--- config.mk ---
export PLATFORM = sky130hd
export DESIGN_NAME = lru_block_residency_manager
export DESIGN_NICKNAME = d
export VERILOG_FILES = /design/src/rtl/lbrm_pkg.sv /design/src/rtl/lbrm_dir.sv /design/src/rtl/lbrm_scan.sv /design/src/rtl/lru_block_residency_manager.sv
export SDC_FILE = /design/constraint.sdc
export NUM_CORES = 2
export LEC_CHECK = 0
export BUFFER_PORTS_ARGS = -buffer_cell sky130_fd_sc_hd__buf_2
export CAP_MARGIN = 30
export CORE_ASPECT_RATIO = 0.9
export CORE_MARGIN = 5
export CORE_UTILIZATION = 45
export CTS_CLUSTER_DIAMETER = 100
export DETAILED_ROUTE_END_ITERATION = 6
export PLACE_DENSITY = 0.67
export SETUP_SLACK_MARGIN = 0.4
export SKIP_LAST_GASP = 1
export SLEW_MARGIN = 20
export SYNTH_ARGS = -nofsm -noshare
export SYNTH_HDL_FRONTEND = slang
export SYNTH_SLANG_ARGS = --single-unit
--- constraint.sdc ---
create_clock -name clock -period 11.87 [get_ports clock]
set_input_delay 2.374 -clock clock [delete_from_list [all_inputs] [get_ports clock]]
set_output_delay 2.374 -clock clock [all_outputs]
set_load 0.01 [all_outputs]
--- src/rtl/lbrm_pkg.sv ---
// ============================================================================
// lbrm_pkg
// Shared types and codes for the block residency manager.
// ============================================================================
package lbrm_pkg;

   localparam int unsigned CmdW   = 2;
   localparam int unsigned IdW    = 32;
   localparam int unsigned FrameW = 32;
   localparam int unsigned KindW  = 3;
   localparam int unsigned BlockW = 24;
   localparam int unsigned SlotW  = 6;
   localparam int unsigned StampW = 32;

   localparam int unsigned CsrIdxW  = 2;
   localparam int unsigned CsrDataW = 25;
   localparam int unsigned SiuW     = 7;
   localparam int unsigned TotalW   = 25;
   localparam int unsigned BudgetW  = 11;

   localparam logic [CmdW-1:0] CmdFrame   = 2'd0;
   localparam logic [CmdW-1:0] CmdTouch   = 2'd1;
   localparam logic [CmdW-1:0] CmdRequest = 2'd2;

   localparam logic [KindW-1:0] KindHit    = 3'd0;
   localparam logic [KindW-1:0] KindMiss   = 3'd1;
   localparam logic [KindW-1:0] KindEvict  = 3'd2;
   localparam logic [KindW-1:0] KindLoad   = 3'd3;
   localparam logic [KindW-1:0] KindRange  = 3'd4;
   localparam logic [KindW-1:0] KindBudget = 3'd5;
   localparam logic [KindW-1:0] KindFrame  = 3'd6;

   localparam logic [CsrIdxW-1:0] CsrSlotsInUse  = 2'd0;
   localparam logic [CsrIdxW-1:0] CsrTotalBlocks = 2'd1;
   localparam logic [CsrIdxW-1:0] CsrUploadBudget = 2'd2;

   localparam logic [SiuW-1:0]    SiuReset    = 7'd64;
   localparam logic [TotalW-1:0]  TotalReset  = 25'h100_0000;
   localparam logic [BudgetW-1:0] BudgetReset = 11'd64;

   typedef enum logic [2:0] {
      ST_IDLE,
      ST_SCAN,
      ST_DRAIN,
      ST_DECIDE,
      ST_LOAD
   } state_type;

   typedef struct packed {
      logic hit;
      logic free;
   } scan_flags_type;

endpackage

--- src/rtl/lbrm_dir.sv ---
// ============================================================================
// lbrm_dir
// Slot directory storage: valid flags plus block and stamp memories.
// ============================================================================
module lbrm_dir #(
   parameter int unsigned SLOTS = 64,
   parameter int unsigned IDX_W = 6
) (
   input  logic                             clock,
   input  logic                             reset,
   input  logic                             rd_en,
   input  logic [IDX_W-1:0]                 rd_addr,
   input  logic                             wr_en,
   input  logic [IDX_W-1:0]                 wr_addr,
   input  logic [lbrm_pkg::BlockW-1:0]      wr_block,
   input  logic [lbrm_pkg::StampW-1:0]      wr_stamp,
   output logic                             rd_strobe,
   output logic [IDX_W-1:0]                 rd_idx,
   output logic                             rd_slot_valid,
   output logic [lbrm_pkg::BlockW-1:0]      rd_block,
   output logic [lbrm_pkg::StampW-1:0]      rd_stamp
);

   logic [lbrm_pkg::BlockW-1:0] block_mem [SLOTS];
   logic [lbrm_pkg::StampW-1:0] stamp_mem [SLOTS];
   logic [SLOTS-1:0]            valid_ff;

   logic                        rd_strobe_ff;
   logic [IDX_W-1:0]            rd_idx_ff;
   logic                        rd_valid_ff;
   logic [lbrm_pkg::BlockW-1:0] rd_block_ff;
   logic [lbrm_pkg::StampW-1:0] rd_stamp_ff;

   always_ff @(posedge clock) begin
      if (wr_en) begin
         block_mem[wr_addr] <= wr_block;
         stamp_mem[wr_addr] <= wr_stamp;
      end
      if (rd_en) begin
         rd_block_ff <= block_mem[rd_addr];
         rd_stamp_ff <= stamp_mem[rd_addr];
      end
   end

   always_ff @(posedge clock) begin
      if (reset) begin
         valid_ff     <= '0;
         rd_strobe_ff <= 1'b0;
      end else begin
         rd_strobe_ff <= rd_en;
         if (wr_en) begin
            valid_ff[wr_addr] <= 1'b1;
         end
      end
   end

   always_ff @(posedge clock) begin
      if (rd_en) begin
         rd_idx_ff   <= rd_addr;
         rd_valid_ff <= valid_ff[rd_addr];
      end
   end

   assign rd_strobe     = rd_strobe_ff;
   assign rd_idx        = rd_idx_ff;
   assign rd_slot_valid = rd_valid_ff;
   assign rd_block      = rd_block_ff;
   assign rd_stamp      = rd_stamp_ff;

endmodule

--- src/rtl/lbrm_scan.sv ---
// ============================================================================
// lbrm_scan
// Shared compare unit that takes one slot per cycle while in_strobe is high
// and tracks a hit, the first free slot and the oldest stamp.
// ============================================================================
module lbrm_scan #(
   parameter int unsigned IDX_W = 6
) (
   input  logic                           clock,
   input  logic                           reset,
   input  logic                           init,
   input  logic [lbrm_pkg::IdW-1:0]       key,
   input  logic                           in_strobe,
   input  logic [IDX_W-1:0]               in_idx,
   input  logic                           in_valid,
   input  logic [lbrm_pkg::BlockW-1:0]    in_block,
   input  logic [lbrm_pkg::StampW-1:0]    in_stamp,
   output lbrm_pkg::scan_flags_type       flags,
   output logic [IDX_W-1:0]               hit_idx,
   output logic [IDX_W-1:0]               free_idx,
   output logic [IDX_W-1:0]               old_idx,
   output logic [lbrm_pkg::BlockW-1:0]    old_block
);

   localparam int unsigned PadW = lbrm_pkg::IdW - lbrm_pkg::BlockW;

   lbrm_pkg::scan_flags_type    flags_ff;
   logic                        old_have_ff;
   logic [IDX_W-1:0]            hit_idx_ff;
   logic [IDX_W-1:0]            free_idx_ff;
   logic [IDX_W-1:0]            old_idx_ff;
   logic [lbrm_pkg::BlockW-1:0] old_block_ff;
   logic [lbrm_pkg::StampW-1:0] old_stamp_ff;

   logic match;
   logic older;

   assign match = in_valid && ({{PadW{1'b0}}, in_block} == key);
   assign older = !old_have_ff || (in_stamp < old_stamp_ff);

   always_ff @(posedge clock) begin
      if (reset) begin
         flags_ff    <= '0;
         old_have_ff <= 1'b0;
      end else if (init) begin
         flags_ff    <= '0;
         old_have_ff <= 1'b0;
      end else if (in_strobe) begin
         if (match && !flags_ff.hit) begin
            flags_ff.hit <= 1'b1;
         end
         if (!in_valid && !flags_ff.free) begin
            flags_ff.free <= 1'b1;
         end
         if (in_valid && older) begin
            old_have_ff <= 1'b1;
         end
      end
   end

   always_ff @(posedge clock) begin
      if (!init && in_strobe) begin
         if (match && !flags_ff.hit) begin
            hit_idx_ff <= in_idx;
         end
         if (!in_valid && !flags_ff.free) begin
            free_idx_ff <= in_idx;
         end
         if (in_valid && older) begin
            old_idx_ff   <= in_idx;
            old_block_ff <= in_block;
            old_stamp_ff <= in_stamp;
         end
      end
   end

   assign flags     = flags_ff;
   assign hit_idx   = hit_idx_ff;
   assign free_idx  = free_idx_ff;
   assign old_idx   = old_idx_ff;
   assign old_block = old_block_ff;

endmodule

--- src/rtl/lru_block_residency_manager.sv ---
// ============================================================================
// lru_block_residency_manager
// LRU residency directory: tracks which blocks sit in which slots, serves
// touch and load requests and reports evictions under a per-frame budget.
// ============================================================================
// Touch and admitted requests walk the active slots one per cycle through a
// single compare unit, then a drain and a decide state (plus a load state
// on eviction). Frame start and rejected requests answer from idle; unused
// commands are ignored. Results appear in the cycle after their decision.
// Reset clears all valid flags, the frame and the upload count at once.
module lru_block_residency_manager #(
   parameter int unsigned SLOTS       = 64,
   parameter int unsigned MAX_UPLOADS = 1024
) (
   input  logic                                clock,
   input  logic                                reset,
   input  logic                                start,
   output logic                                busy,
   input  logic [lbrm_pkg::CmdW-1:0]           req_cmd,
   input  logic [lbrm_pkg::IdW-1:0]            req_block_id,
   input  logic [lbrm_pkg::FrameW-1:0]         req_frame,
   output logic                                rsp_valid,
   output logic [lbrm_pkg::KindW-1:0]          rsp_kind,
   output logic [lbrm_pkg::BlockW-1:0]         rsp_block_out,
   output logic [lbrm_pkg::SlotW-1:0]          rsp_slot,
   output logic                                rsp_last,
   input  logic                                csr_wr_en,
   input  logic [lbrm_pkg::CsrIdxW-1:0]        csr_index,
   input  logic [lbrm_pkg::CsrDataW-1:0]       csr_wr_data
);

   localparam int unsigned IDX_W = $clog2(SLOTS);
   localparam int unsigned CW    = (IDX_W + 1 > lbrm_pkg::SiuW) ? IDX_W + 1 : lbrm_pkg::SiuW;
   localparam int unsigned UW    = $clog2(MAX_UPLOADS + 1);
   localparam int unsigned BCW   = (UW > lbrm_pkg::BudgetW) ? UW : lbrm_pkg::BudgetW;
   localparam int unsigned PadW  = lbrm_pkg::IdW - lbrm_pkg::TotalW;
   localparam logic [CW-1:0]    SlotsCw   = CW'(SLOTS);
   localparam logic [IDX_W-1:0] LastSlot  = IDX_W'(SLOTS - 1);
   localparam logic [BCW-1:0]   MaxUpBcw  = BCW'(MAX_UPLOADS);
   localparam logic [UW-1:0]    MaxUpUw   = UW'(MAX_UPLOADS);

   lbrm_pkg::state_type state_ff, state_in;

   logic [lbrm_pkg::SiuW-1:0]    slots_in_use_ff;
   logic [lbrm_pkg::TotalW-1:0]  total_blocks_ff;
   logic [lbrm_pkg::BudgetW-1:0] upload_budget_ff;

   logic [lbrm_pkg::FrameW-1:0]  frame_ff, frame_in;
   logic [UW-1:0]                uploads_ff, uploads_in;
   logic [IDX_W-1:0]             cnt_ff, cnt_in;
   logic                         is_req_ff, is_req_in;
   logic [lbrm_pkg::IdW-1:0]     key_ff, key_in;

   logic                         rsp_valid_ff, rsp_valid_in;
   logic [lbrm_pkg::KindW-1:0]   rsp_kind_ff, rsp_kind_in;
   logic [lbrm_pkg::BlockW-1:0]  rsp_block_ff, rsp_block_in;
   logic [lbrm_pkg::SlotW-1:0]   rsp_slot_ff, rsp_slot_in;
   logic                         rsp_last_ff, rsp_last_in;

   logic                         rd_en;
   logic                         wr_en;
   logic [IDX_W-1:0]             wr_addr;
   logic                         rd_strobe;
   logic [IDX_W-1:0]             rd_idx;
   logic                         rd_slot_valid;
   logic [lbrm_pkg::BlockW-1:0]  rd_block;
   logic [lbrm_pkg::StampW-1:0]  rd_stamp;

   logic                         scan_init;
   lbrm_pkg::scan_flags_type     flags;
   logic [IDX_W-1:0]             hit_idx;
   logic [IDX_W-1:0]             free_idx;
   logic [IDX_W-1:0]             old_idx;
   logic [lbrm_pkg::BlockW-1:0]  old_block;
   logic [IDX_W-1:0]             victim;

   logic [CW-1:0]                siu_ext;
   logic [IDX_W-1:0]             last_idx;
   logic                         in_range;
   logic                         spent;

   lbrm_dir #(
      .SLOTS (SLOTS),
      .IDX_W (IDX_W)
   ) u_dir (
      .clock         (clock),
      .reset         (reset),
      .rd_en         (rd_en),
      .rd_addr       (cnt_ff),
      .wr_en         (wr_en),
      .wr_addr       (wr_addr),
      .wr_block      (key_ff[lbrm_pkg::BlockW-1:0]),
      .wr_stamp      (frame_ff),
      .rd_strobe     (rd_strobe),
      .rd_idx        (rd_idx),
      .rd_slot_valid (rd_slot_valid),
      .rd_block      (rd_block),
      .rd_stamp      (rd_stamp)
   );

   lbrm_scan #(
      .IDX_W (IDX_W)
   ) u_scan (
      .clock     (clock),
      .reset     (reset),
      .init      (scan_init),
      .key       (key_ff),
      .in_strobe (rd_strobe),
      .in_idx    (rd_idx),
      .in_valid  (rd_slot_valid),
      .in_block  (rd_block),
      .in_stamp  (rd_stamp),
      .flags     (flags),
      .hit_idx   (hit_idx),
      .free_idx  (free_idx),
      .old_idx   (old_idx),
      .old_block (old_block)
   );

   // The active slot count is clamped to at least one and at most SLOTS.
   assign siu_ext = CW'(slots_in_use_ff);
   always_comb begin
      if (siu_ext == '0) begin
         last_idx = '0;
      end else if (siu_ext > SlotsCw) begin
         last_idx = LastSlot;
      end else begin
         last_idx = IDX_W'(siu_ext - CW'(1));
      end
   end

   assign in_range = (req_block_id[lbrm_pkg::IdW-1:lbrm_pkg::BlockW] == '0) &&
                     (req_block_id < {{PadW{1'b0}}, total_blocks_ff});
   assign spent    = (BCW'(uploads_ff) >= BCW'(upload_budget_ff)) ||
                     (BCW'(uploads_ff) >= MaxUpBcw);
   assign victim   = flags.free ? free_idx : old_idx;
   assign busy     = (state_ff != lbrm_pkg::ST_IDLE);

   always_ff @(posedge clock) begin
      if (reset) begin
         slots_in_use_ff  <= lbrm_pkg::SiuReset;
         total_blocks_ff  <= lbrm_pkg::TotalReset;
         upload_budget_ff <= lbrm_pkg::BudgetReset;
      end else if (csr_wr_en) begin
         unique case (csr_index)
            lbrm_pkg::CsrSlotsInUse: begin
               slots_in_use_ff <= csr_wr_data[lbrm_pkg::SiuW-1:0];
            end
            lbrm_pkg::CsrTotalBlocks: begin
               total_blocks_ff <= csr_wr_data[lbrm_pkg::TotalW-1:0];
            end
            lbrm_pkg::CsrUploadBudget: begin
               upload_budget_ff <= csr_wr_data[lbrm_pkg::BudgetW-1:0];
            end
            default: begin
            end
         endcase
      end
   end

   always_ff @(posedge clock) begin
      if (reset) begin
         state_ff     <= lbrm_pkg::ST_IDLE;
         frame_ff     <= '0;
         uploads_ff   <= '0;
         cnt_ff       <= '0;
         is_req_ff    <= 1'b0;
         rsp_valid_ff <= 1'b0;
      end else begin
         state_ff     <= state_in;
         frame_ff     <= frame_in;
         uploads_ff   <= uploads_in;
         cnt_ff       <= cnt_in;
         is_req_ff    <= is_req_in;
         rsp_valid_ff <= rsp_valid_in;
      end
   end

   always_ff @(posedge clock) begin
      key_ff       <= key_in;
      rsp_kind_ff  <= rsp_kind_in;
      rsp_block_ff <= rsp_block_in;
      rsp_slot_ff  <= rsp_slot_in;
      rsp_last_ff  <= rsp_last_in;
   end

   always_comb begin
      state_in     = state_ff;
      frame_in     = frame_ff;
      uploads_in   = uploads_ff;
      cnt_in       = cnt_ff;
      is_req_in    = is_req_ff;
      key_in       = key_ff;
      rsp_valid_in = 1'b0;
      rsp_kind_in  = rsp_kind_ff;
      rsp_block_in = rsp_block_ff;
      rsp_slot_in  = rsp_slot_ff;
      rsp_last_in  = rsp_last_ff;
      rd_en        = 1'b0;
      wr_en        = 1'b0;
      wr_addr      = victim;
      scan_init    = 1'b0;

      unique case (state_ff)
         lbrm_pkg::ST_IDLE: begin
            if (start) begin
               unique case (req_cmd)
                  lbrm_pkg::CmdFrame: begin
                     frame_in     = req_frame;
                     uploads_in   = '0;
                     rsp_valid_in = 1'b1;
                     rsp_kind_in  = lbrm_pkg::KindFrame;
                     rsp_block_in = '0;
                     rsp_slot_in  = '0;
                     rsp_last_in  = 1'b1;
                  end
                  lbrm_pkg::CmdTouch: begin
                     key_in    = req_block_id;
                     is_req_in = 1'b0;
                     cnt_in    = '0;
                     scan_init = 1'b1;
                     state_in  = lbrm_pkg::ST_SCAN;
                  end
                  lbrm_pkg::CmdRequest: begin
                     if (!in_range || spent) begin
                        rsp_valid_in = 1'b1;
                        rsp_kind_in  = in_range ? lbrm_pkg::KindBudget
                                                : lbrm_pkg::KindRange;
                        rsp_block_in = req_block_id[lbrm_pkg::BlockW-1:0];
                        rsp_slot_in  = '0;
                        rsp_last_in  = 1'b1;
                     end else begin
                        key_in    = req_block_id;
                        is_req_in = 1'b1;
                        cnt_in    = '0;
                        scan_init = 1'b1;
                        state_in  = lbrm_pkg::ST_SCAN;
                     end
                  end
                  default: begin
                  end
               endcase
            end
         end
         lbrm_pkg::ST_SCAN: begin
            rd_en = 1'b1;
            if (cnt_ff == last_idx) begin
               state_in = lbrm_pkg::ST_DRAIN;
            end else begin
               cnt_in = cnt_ff + IDX_W'(1);
            end
         end
         lbrm_pkg::ST_DRAIN: begin
            state_in = lbrm_pkg::ST_DECIDE;
         end
         lbrm_pkg::ST_DECIDE: begin
            rsp_valid_in = 1'b1;
            rsp_last_in  = 1'b1;
            rsp_block_in = key_ff[lbrm_pkg::BlockW-1:0];
            state_in     = lbrm_pkg::ST_IDLE;
            if (flags.hit) begin
               wr_en       = 1'b1;
               wr_addr     = hit_idx;
               rsp_kind_in = lbrm_pkg::KindHit;
               rsp_slot_in = lbrm_pkg::SlotW'(hit_idx);
            end else if (!is_req_ff) begin
               rsp_kind_in = lbrm_pkg::KindMiss;
               rsp_slot_in = '0;
            end else begin
               wr_en       = 1'b1;
               uploads_in  = uploads_ff + UW'(1);
               rsp_slot_in = lbrm_pkg::SlotW'(victim);
               if (flags.free) begin
                  rsp_kind_in = lbrm_pkg::KindLoad;
               end else begin
                  rsp_kind_in  = lbrm_pkg::KindEvict;
                  rsp_block_in = old_block;
                  rsp_last_in  = 1'b0;
                  state_in     = lbrm_pkg::ST_LOAD;
               end
            end
         end
         lbrm_pkg::ST_LOAD: begin
            rsp_valid_in = 1'b1;
            rsp_kind_in  = lbrm_pkg::KindLoad;
            rsp_block_in = key_ff[lbrm_pkg::BlockW-1:0];
            rsp_slot_in  = lbrm_pkg::SlotW'(victim);
            rsp_last_in  = 1'b1;
            state_in     = lbrm_pkg::ST_IDLE;
         end
         default: begin
            state_in = lbrm_pkg::ST_IDLE;
         end
      endcase
   end

   assign rsp_valid     = rsp_valid_ff;
   assign rsp_kind      = rsp_kind_ff;
   assign rsp_block_out = rsp_block_ff;
   assign rsp_slot      = rsp_slot_ff;
   assign rsp_last      = rsp_last_ff;

   // An eviction is always followed in the next cycle by the closing load.
   a_evict_then_load: assert property (@(posedge clock) disable iff (reset)
      (rsp_valid && rsp_kind == lbrm_pkg::KindEvict) |=>
      (rsp_valid && rsp_kind == lbrm_pkg::KindLoad && rsp_last))
      else $error("eviction not followed by load");

   a_only_evict_not_last: assert property (@(posedge clock) disable iff (reset)
      (rsp_valid && !rsp_last) |-> (rsp_kind == lbrm_pkg::KindEvict))
      else $error("non-final result that is not an eviction");

   a_quiet_during_scan: assert property (@(posedge clock) disable iff (reset)
      (state_ff == lbrm_pkg::ST_SCAN) |-> !rsp_valid)
      else $error("result issued during slot scan");

   a_uploads_bounded: assert property (@(posedge clock) disable iff (reset)
      uploads_ff <= MaxUpUw)
      else $error("upload count above limit");

endmodule
# After elaboration in Yosys (flattened, before gate mapping)

Memories as Yosys holds them, arrays and structs flattened. A register that Yosys moved wholly into a read port is not among the register bits.
Index checks and enable logic that the tools add are counted.
W data, S select, Z words.

Register bits after elaboration: 312
Bits in writable memories: 3,584
Input port bits: 97
Word-level logic and storage cells: 177
Memories kept: 2

Memory list:

| memory          | depth | bits a word | rd ports | clocked after memory_dff | write ports | RTL line       | source |
|---|---|---|---|---|---|---|---|
| u_dir.stamp_mem | 64    | 32          | 1        | 1                        | 1           | lbrm_dir.sv:25 | `logic [lbrm_pkg::StampW-1:0] stamp_mem [SLOTS];` |
| u_dir.block_mem | 64    | 24          | 1        | 1                        | 1           | lbrm_dir.sv:24 | `logic [lbrm_pkg::BlockW-1:0] block_mem [SLOTS];` |

Add/subtract/negate cells: 3
Magnitude comparators: 8
Equal/unequal tests: 21
Multiplexer cells: 73
Bitwise operators: 1
Reductions and logical operators: 43

Operator list:

| operator                | count |
|---|---|
| $mux W24                | 5 |
| $mux W6                 | 12 |
| $pmux W24 S3            | 1 |
| $or A64 B64 Y64         | 1 |
| $pmux W32 S2            | 1 |
| $pmux W24 S2            | 1 |
| $mux W11                | 4 |
| $pmux W6 S2             | 3 |
| $eq A24 B32 Y1          | 1 |
| $lt A32 B25 Y1          | 1 |
| $lt A32 B32 Y1          | 1 |
| $mux W32                | 1 |
| $mux W3                 | 8 |
| $pmux W11 S2            | 1 |
| $mux W1                 | 21 |
| $pmux W6 S3             | 1 |
| $reduce_and A2 Y1       | 9 |
| $lt A6 B7 Y1 const B    | 2 |
| $ne A2 B2 Y1 const B    | 6 |
| $pmux W3 S2             | 2 |
| $pmux W3 S4             | 1 |
| $reduce_and A4 Y1       | 3 |
| $add A11 B1 Y11 const B | 1 |
| $ge A11 B11 Y1          | 1 |
| 32 further kinds        | 61 |

# Logic depth before layout (Yosys ltp)

Word-level depth: 11
Gate-level depth with buffers: 10
Mapped depth without buffers: 9

# Cells and area by module

A second synthesis with hierarchy kept.

Cell total of the unflattened synthesis: 7,289
Area total of the unflattened synthesis: 151,539.1 sq um

By module, submodules not included:

| module                      | times used | cells an instance | area each (sq um) | sequential area each (sq um) |
|---|---|---|---|---|
| lbrm_dir                    | 1          | 6,212             | 140,309.6         | 110,816.3 |
| lru_block_residency_manager | 1          | 843               | 7,820.0           | 3,923.8 |
| lbrm_scan                   | 1          | 234               | 3,409.5           | 2,282.2 |

# Worst setup path after synthesis

No wires, ideal clock.

Path type: input to register
From: in req_block_id[14] in the netlist's numbering
To: reg u_scan.old_block_ff, in the netlist u_scan.old_block[0] (enable)
Setup time: 0.635 ns
Arrival time: 10.091 ns
Required time: 11.235 ns
Path slack: 1.144 ns
Stages: 8
Buffers on the path: 0
Cell sequence: ha_1 > and4_1 > nand2_1 > or4_1 > a31o_2 > and3_1 > o211a_1 > nor4_1

Cells in the longest elaborated chain, start to end: 11

RTL lines:

| what                        | RTL line                           | source |
|---|---|---|
| from (decl)                 | lru_block_residency_manager.sv:20  | `input logic [lbrm_pkg::IdW-1:0] req_block_id,` |
| $lt A32 B25 Y1              | lru_block_residency_manager.sv:133 | `(req_block_id < {{PadW{1'b0}}, total_blocks_ff});` |
| $logic_and A1 B1 Y1         | lru_block_residency_manager.sv:132 | `assign in_range = (req_block_id[lbrm_pkg::IdW-1:lbrm_pkg::BlockW] == '0) &&` |
| $logic_not A1 Y1            | lru_block_residency_manager.sv:225 | `if (!in_range \|\| spent) begin` |
| $logic_or A1 B1 Y1          | lru_block_residency_manager.sv:225 |  |
| $mux W1                     | lru_block_residency_manager.sv:225 |  |
| $pmux W1 S2                 | lru_block_residency_manager.sv:207 | `unique case (req_cmd)` |
| $mux W1                     | lru_block_residency_manager.sv:206 | `if (start) begin` |
| $mux W1                     | lru_block_residency_manager.sv:204 | `unique case (state_ff)` |
| $logic_not A1 Y1            | lbrm_scan.sv:62                    | `if (!init && in_strobe) begin` |
| $logic_and A1 B1 Y1         | lbrm_scan.sv:62                    |  |
| $reduce_and A2 Y1 (no line) | -                                  |  |
| to (signal assigned)        | lbrm_scan.sv:71                    | `old_block_ff <= in_block;` |
| to (decl)                   | lbrm_scan.sv:32                    | `logic [lbrm_pkg::BlockW-1:0] old_block_ff;` |

No other way between the ends.
A chain may end at the register's enable or synchronous reset.

# Worst setup path after layout

From: reg state_ff[0]
To: mem u_dir.stamp_mem[0][9] in the netlist's numbering (enable)

Cells in the longest elaborated chain, start to end: 4

RTL lines:

| what                          | RTL line                           | source |
|---|---|---|
| from (decl)                   | lru_block_residency_manager.sv:42  | `lbrm_pkg::state_type state_ff, state_in;` |
| from (signal assigned)        | lru_block_residency_manager.sv:163 | `state_ff <= lbrm_pkg::ST_IDLE;` |
| from (signal assigned)        | lru_block_residency_manager.sv:170 | `state_ff <= state_in;` |
| $eq A3 B2 Y1 (*)              | lru_block_residency_manager.sv:204 |  |
| $mux W1                       | lru_block_residency_manager.sv:204 |  |
| $mux W1                       | lbrm_dir.sv:35                     | `if (wr_en) begin` |
| $mux W1 (not written as such) | lbrm_dir.sv:37                     | `stamp_mem[wr_addr] <= wr_stamp;` |
| to (decl)                     | lbrm_dir.sv:25                     |  |

Every way passes the cells marked *; elsewhere a longest branch is shown, timed or not.

==> impl_metrics.py <==
metrics = {
    "clock_tree": {
        "post_cts.repair.setup_buffers": 0,
        "clock_sinks": 3952,
        "cts.htree.levels": 5,
        "worst_setup_hold_path_clk_slew_ps": 60,
        "cts_buffer_depth": 4,
        "clockRootBuffer": "sky130_fd_sc_hd__clkbuf_16",
        "post_cts_resized": 0,
        "clock_latency_ps": 970,
        "cts_buffers": 388,
        "cts_tree": "built",
        "cts_hold_repair.buffers": 0,
    },
    "floorplan": {
        "floorplan.die.height_um": 559,
        "chipWidth_um": 620,
        "placementRows": 201,
        "initial_cell_density_of_the_core": 0.453,
        "num_io_pins": 133,
        "fp.coreArea_mm2": 0.333,
        "fp.dieArea_mm2": 0.347,
    },
    "final_layout": {
        "mostFrequentLayoutCells": "3787 x sky130_fd_sc_hd__edfxtp_1, 1176 x sky130_fd_sc_hd__mux4_2, 392 x sky130_fd_sc_hd__clkbuf_16",
        "commonest_non_fill_non_tap_cell_in_the_layout": "sky130_fd_sc_hd__edfxtp_1",
        "stdcell_count": 11770,
        "syn_to_final_growth_pct": 14.0,
        "final_net_count": 7129,
        "final_core_density": 0.516,
        "drive_gt1_frac": 0.307,
    },
    "power_and_ir_drop": {
        "combinational_power_share": 0.024,
        "power.static_leakage_nw": 53.1,
        "cell_internal_pwr_w": 0.0227,
        "total_power_w": 0.0284,
        "clockPowerShare": 0.440,
        "power.switching_fraction": 0.201,
        "power_per_cell_area_mw_per_mm2": 165,
        "power_switching_w": 0.00570,
        "power_frac_seq": 0.536,
        "max-vdd-ir-drop_v": 0.000142,
    },
    "worst_setup_path": {
        "slowest_stage": "sky130_fd_sc_hd__nor2_4",
        "worst-path-max-fanout": 24,
        "worst-path-buf-inv": 2,
        "cpPeakStageDelay_ps": 980,
        "reg2reg_from": "state_ff[0]",
        "cp_most_frequent_cell": "sky130_fd_sc_hd__buf_4",
        "regToRegEndpoint": "u_dir.stamp_mem[0][9]",
        "reg2reg_depth": 7,
        "path_cells": "nand4b_1, o21ai_0, and2_1, nand2_1, nor2_4, buf_4, buf_4",
        "worstSetupStartpointType": "flip-flop",
        "setup.worst_path.end_class": "flip-flop",
        "worst_ep_arrival_time_ps": 5650,
        "critical_path.top_delay_family": "simple AND/OR/NAND/NOR gates",
        "crit_required_ps": 12440,
        "setup.worst_path.class": "flip-flop to flip-flop",
        "regToRegSetupSlack_ps": 6780,
    },
    "run_status": {
        "run_status": "complete, no violations",
    },
    "synth": {
        "synth_top_family_by_area": "multiplexers",
        "postSynth.asyncResetShare": 0,
        "yosys-mux-area-fraction": 0.177,
        "synthesis.yosys.warnings": 0,
        "synth.net_count": 6686,
        "post_synth_xor_area_fraction": 0.00214,
        "syn-mean-instance-area_um2": 23.2,
        "synth-edff-count": 3787,
        "synth.top_cells.by_area": "sky130_fd_sc_hd__edfxtp_1 75%, sky130_fd_sc_hd__mux4_2 18%, sky130_fd_sc_hd__dfxtp_1 2.2%",
        "synth-seq-area-share": 0.775,
        "synth_ff_type": "sky130_fd_sc_hd__edfxtp_1",
        "synth.cell_area_mm2": 0.151,
        "synth_compound_gate_area_share": 0.0133,
        "synth-adder-area-share": 0.00605,
        "count_of_mapped_cells_out_of_synthesis": 6516,
        "cell_taking_the_most_area_after_synthesis": "sky130_fd_sc_hd__edfxtp_1",
        "synth-seq-cells": 3952,
        "synthDistinctLibCells": 61,
        "fraction_of_the_mapped_netlist_area_in_simple_logic_gates": 0.0153,
        "synth_largest_type_area_fraction": 0.753,
    },
    "placement": {
        "place.detailed.instances": 11021,
        "detailedPlacementHpwl_mm": 227,
        "port_buffers": 132,
        "globalplace.congestion": 0.884,
    },
    "routing": {
        "met2_wire_len_mm": 197,
        "detail_route.vias_per_cell": 6.40,
        "wirelength_met1_mm": 158,
        "firstDrtPassIters": 6,
        "dr.first_iter.drc_count": 12192,
        "drtAntennaViolNets": 0,
        "top_signal_layer_used": "met5",
        "dr_total_vias": 75292,
        "routed_length_on_met3_mm": 51.3,
        "detail_route.wl_per_cell_um": 35.9,
        "wl_mm": 423,
        "drcViolationCount": 0,
    },
    "run": {
        "maxCapViolations": 0,
    },
    "global_routing": {
        "grt_start_max_net_pins": 140,
        "grt_use_total": 0.240,
        "first_pass_grt_wire_length_mm": 586,
        "first_global_vias": 73848,
        "grt_overflow_total": 0,
        "grt_antenna_before_repair": 27,
    },
    "sta": {
        "rsz_0062_raised_after_global_routing": "no",
        "finalHoldViolations": 0,
        "final-max-slew-violation-count": 0,
        "achievable-frequency_mhz": 197,
        "timing.setup.tns_ps": 0,
        "tcrit_tclk_final": 0.429,
        "timing_worst_slew_pin_value_ps": 1130,
        "period_minus_slack_ps": 5090,
        "finalClockSkew_ps": 58.7,
        "report.final.setup_viol": 0,
        "max_slew_margin": 0.245,
    },
    "hold_path": {
        "timing.hold.worst_endpoint": "u_scan.old_stamp_ff[0]",
        "hold_path.class": "flip-flop to flip-flop",
        "hold-path-cell-count": 0,
        "hold_path.startpoint": "u_dir.rd_stamp[0]",
    },
}
[Yosys cell counts, types with 3 or more instances]
master and n:
sky130_fd_sc_hd__a21o_1 12, sky130_fd_sc_hd__a21oi_1 111, sky130_fd_sc_hd__a221oi_1 25, sky130_fd_sc_hd__a22oi_1 3, sky130_fd_sc_hd__a311oi_1 3, sky130_fd_sc_hd__a31oi_1 25, sky130_fd_sc_hd__and2_1 4, sky130_fd_sc_hd__and3_1 28
sky130_fd_sc_hd__and4_1 3, sky130_fd_sc_hd__buf_1 87, sky130_fd_sc_hd__buf_2 50, sky130_fd_sc_hd__clkbuf_1 192, sky130_fd_sc_hd__dfxtp_1 165, sky130_fd_sc_hd__edfxtp_1 3787, sky130_fd_sc_hd__ha_1 73, sky130_fd_sc_hd__inv_1 86
sky130_fd_sc_hd__mux2i_1 23, sky130_fd_sc_hd__mux4_2 1176, sky130_fd_sc_hd__nand2_1 273, sky130_fd_sc_hd__nand2b_1 9, sky130_fd_sc_hd__nand3_1 19, sky130_fd_sc_hd__nand4_1 13, sky130_fd_sc_hd__nor2_1 128, sky130_fd_sc_hd__nor2b_1 6
sky130_fd_sc_hd__nor3_1 16, sky130_fd_sc_hd__nor4_1 13, sky130_fd_sc_hd__o2111ai_1 3, sky130_fd_sc_hd__o211ai_1 7, sky130_fd_sc_hd__o21a_1 72, sky130_fd_sc_hd__o21ai_0 24, sky130_fd_sc_hd__o41ai_1 3, sky130_fd_sc_hd__or3_1 6
sky130_fd_sc_hd__or4_1 3, sky130_fd_sc_hd__xnor2_1 10, sky130_fd_sc_hd__xor2_1 25
[worst max path at each step]
stage | from | to | slack (ps) | depth (start not counted)
6_report | state_ff[0] | u_dir.stamp_mem[0][9] | 6780 | 7
5_1_grt | state_ff[0] | u_dir.stamp_mem[0][21] | 6680 | 7
4_1_cts | state_ff[0] | u_dir.stamp_mem[0][2] | 6860 | 7
3_5_place_dp | req_block_id[14] | u_scan.old_stamp_ff[24] | 5920 | 10
3_3_place_gp | req_block_id[15] | u_scan.old_stamp_ff[25] | 5880 | 10
2_1_floorplan | req_block_id[14] | u_scan.old_block[0] | 1140 | 8
[through the flow]
stage / hold slack (ps) / setup WS (ps) / instance area [µm²]
2_1_floorplan: 406 / 1140 / 151000
5_1_grt: 473 / 6680 / 172000
3_3_place_gp: 434 / 5880 / 158000
6_report: 458 / 6780 / 172000
3_5_place_dp: 435 / 5920 / 159000
4_1_cts: 457 / 6860 / 172000
[area by class of cell]
cell class,instances,area (µm²)
antenna,15,37.5
clock buffer,487,10300
clock inverter,233,2670
fill,25368,161000
inverter,87,344
multi-input combinational,2147,32800
sequential,3952,117000
tap,4466,5590
timing repair buffer,383,3290
[worst reg2reg max path, stage by stage, from the launching register on]
cell and delay, ps:
sky130_fd_sc_hd__dfxtp_1 520, sky130_fd_sc_hd__nand4b_1 530, sky130_fd_sc_hd__o21ai_0 610, sky130_fd_sc_hd__and2_1 240
sky130_fd_sc_hd__nand2_1 430, sky130_fd_sc_hd__nor2_4 990, sky130_fd_sc_hd__buf_4 690, sky130_fd_sc_hd__buf_4 690
[flip-flops by register name, indices dropped and copies added, names as in the netlist, 24 cells and up]
register             count
frame_ff                32
key_ff                  32
rsp_block_out           24
total_blocks_ff         25
u_dir.block_mem       1536
u_dir.rd_block          24
u_dir.rd_stamp          32
u_dir.stamp_mem       2048
u_dir.valid_ff          64
u_scan.old_block        24
u_scan.old_stamp_ff     32
[logic make-up (layout without fill, tap and decap cells)]
kind of cell	Yosys count	in the layout
AO/OA/AOI/OAI	307	307
XOR/XNOR	36	36
adder cells (fa/ha/maj)	73	73
buffers and inverters	417	1190
flip-flops	3952	3952
multiplexers	1199	1199
other	0	15
AND/OR/NAND/NOR	532	532
[power by group through the flow]
stage	sequential, W	combinational [W]	clock, W
after floorplan	0.0156	0.000432	0
after global placement	0.0156	0.000639	0
after detailed placement	0.0156	0.000668	0
after CTS	0.0153	0.000671	0.0126
after global routing	0.0152	0.000727	0.0132
final	0.0152	0.000682	0.0125
[layer usage]
layer	vias up	GRT usage
met1	40456	0.345
met3	877	0.0529
li1	28576	-
met2	5371	0.366
met5	-	0
met4	12	0.0804
No activity file was read; power rests on OpenSTA's default activity.
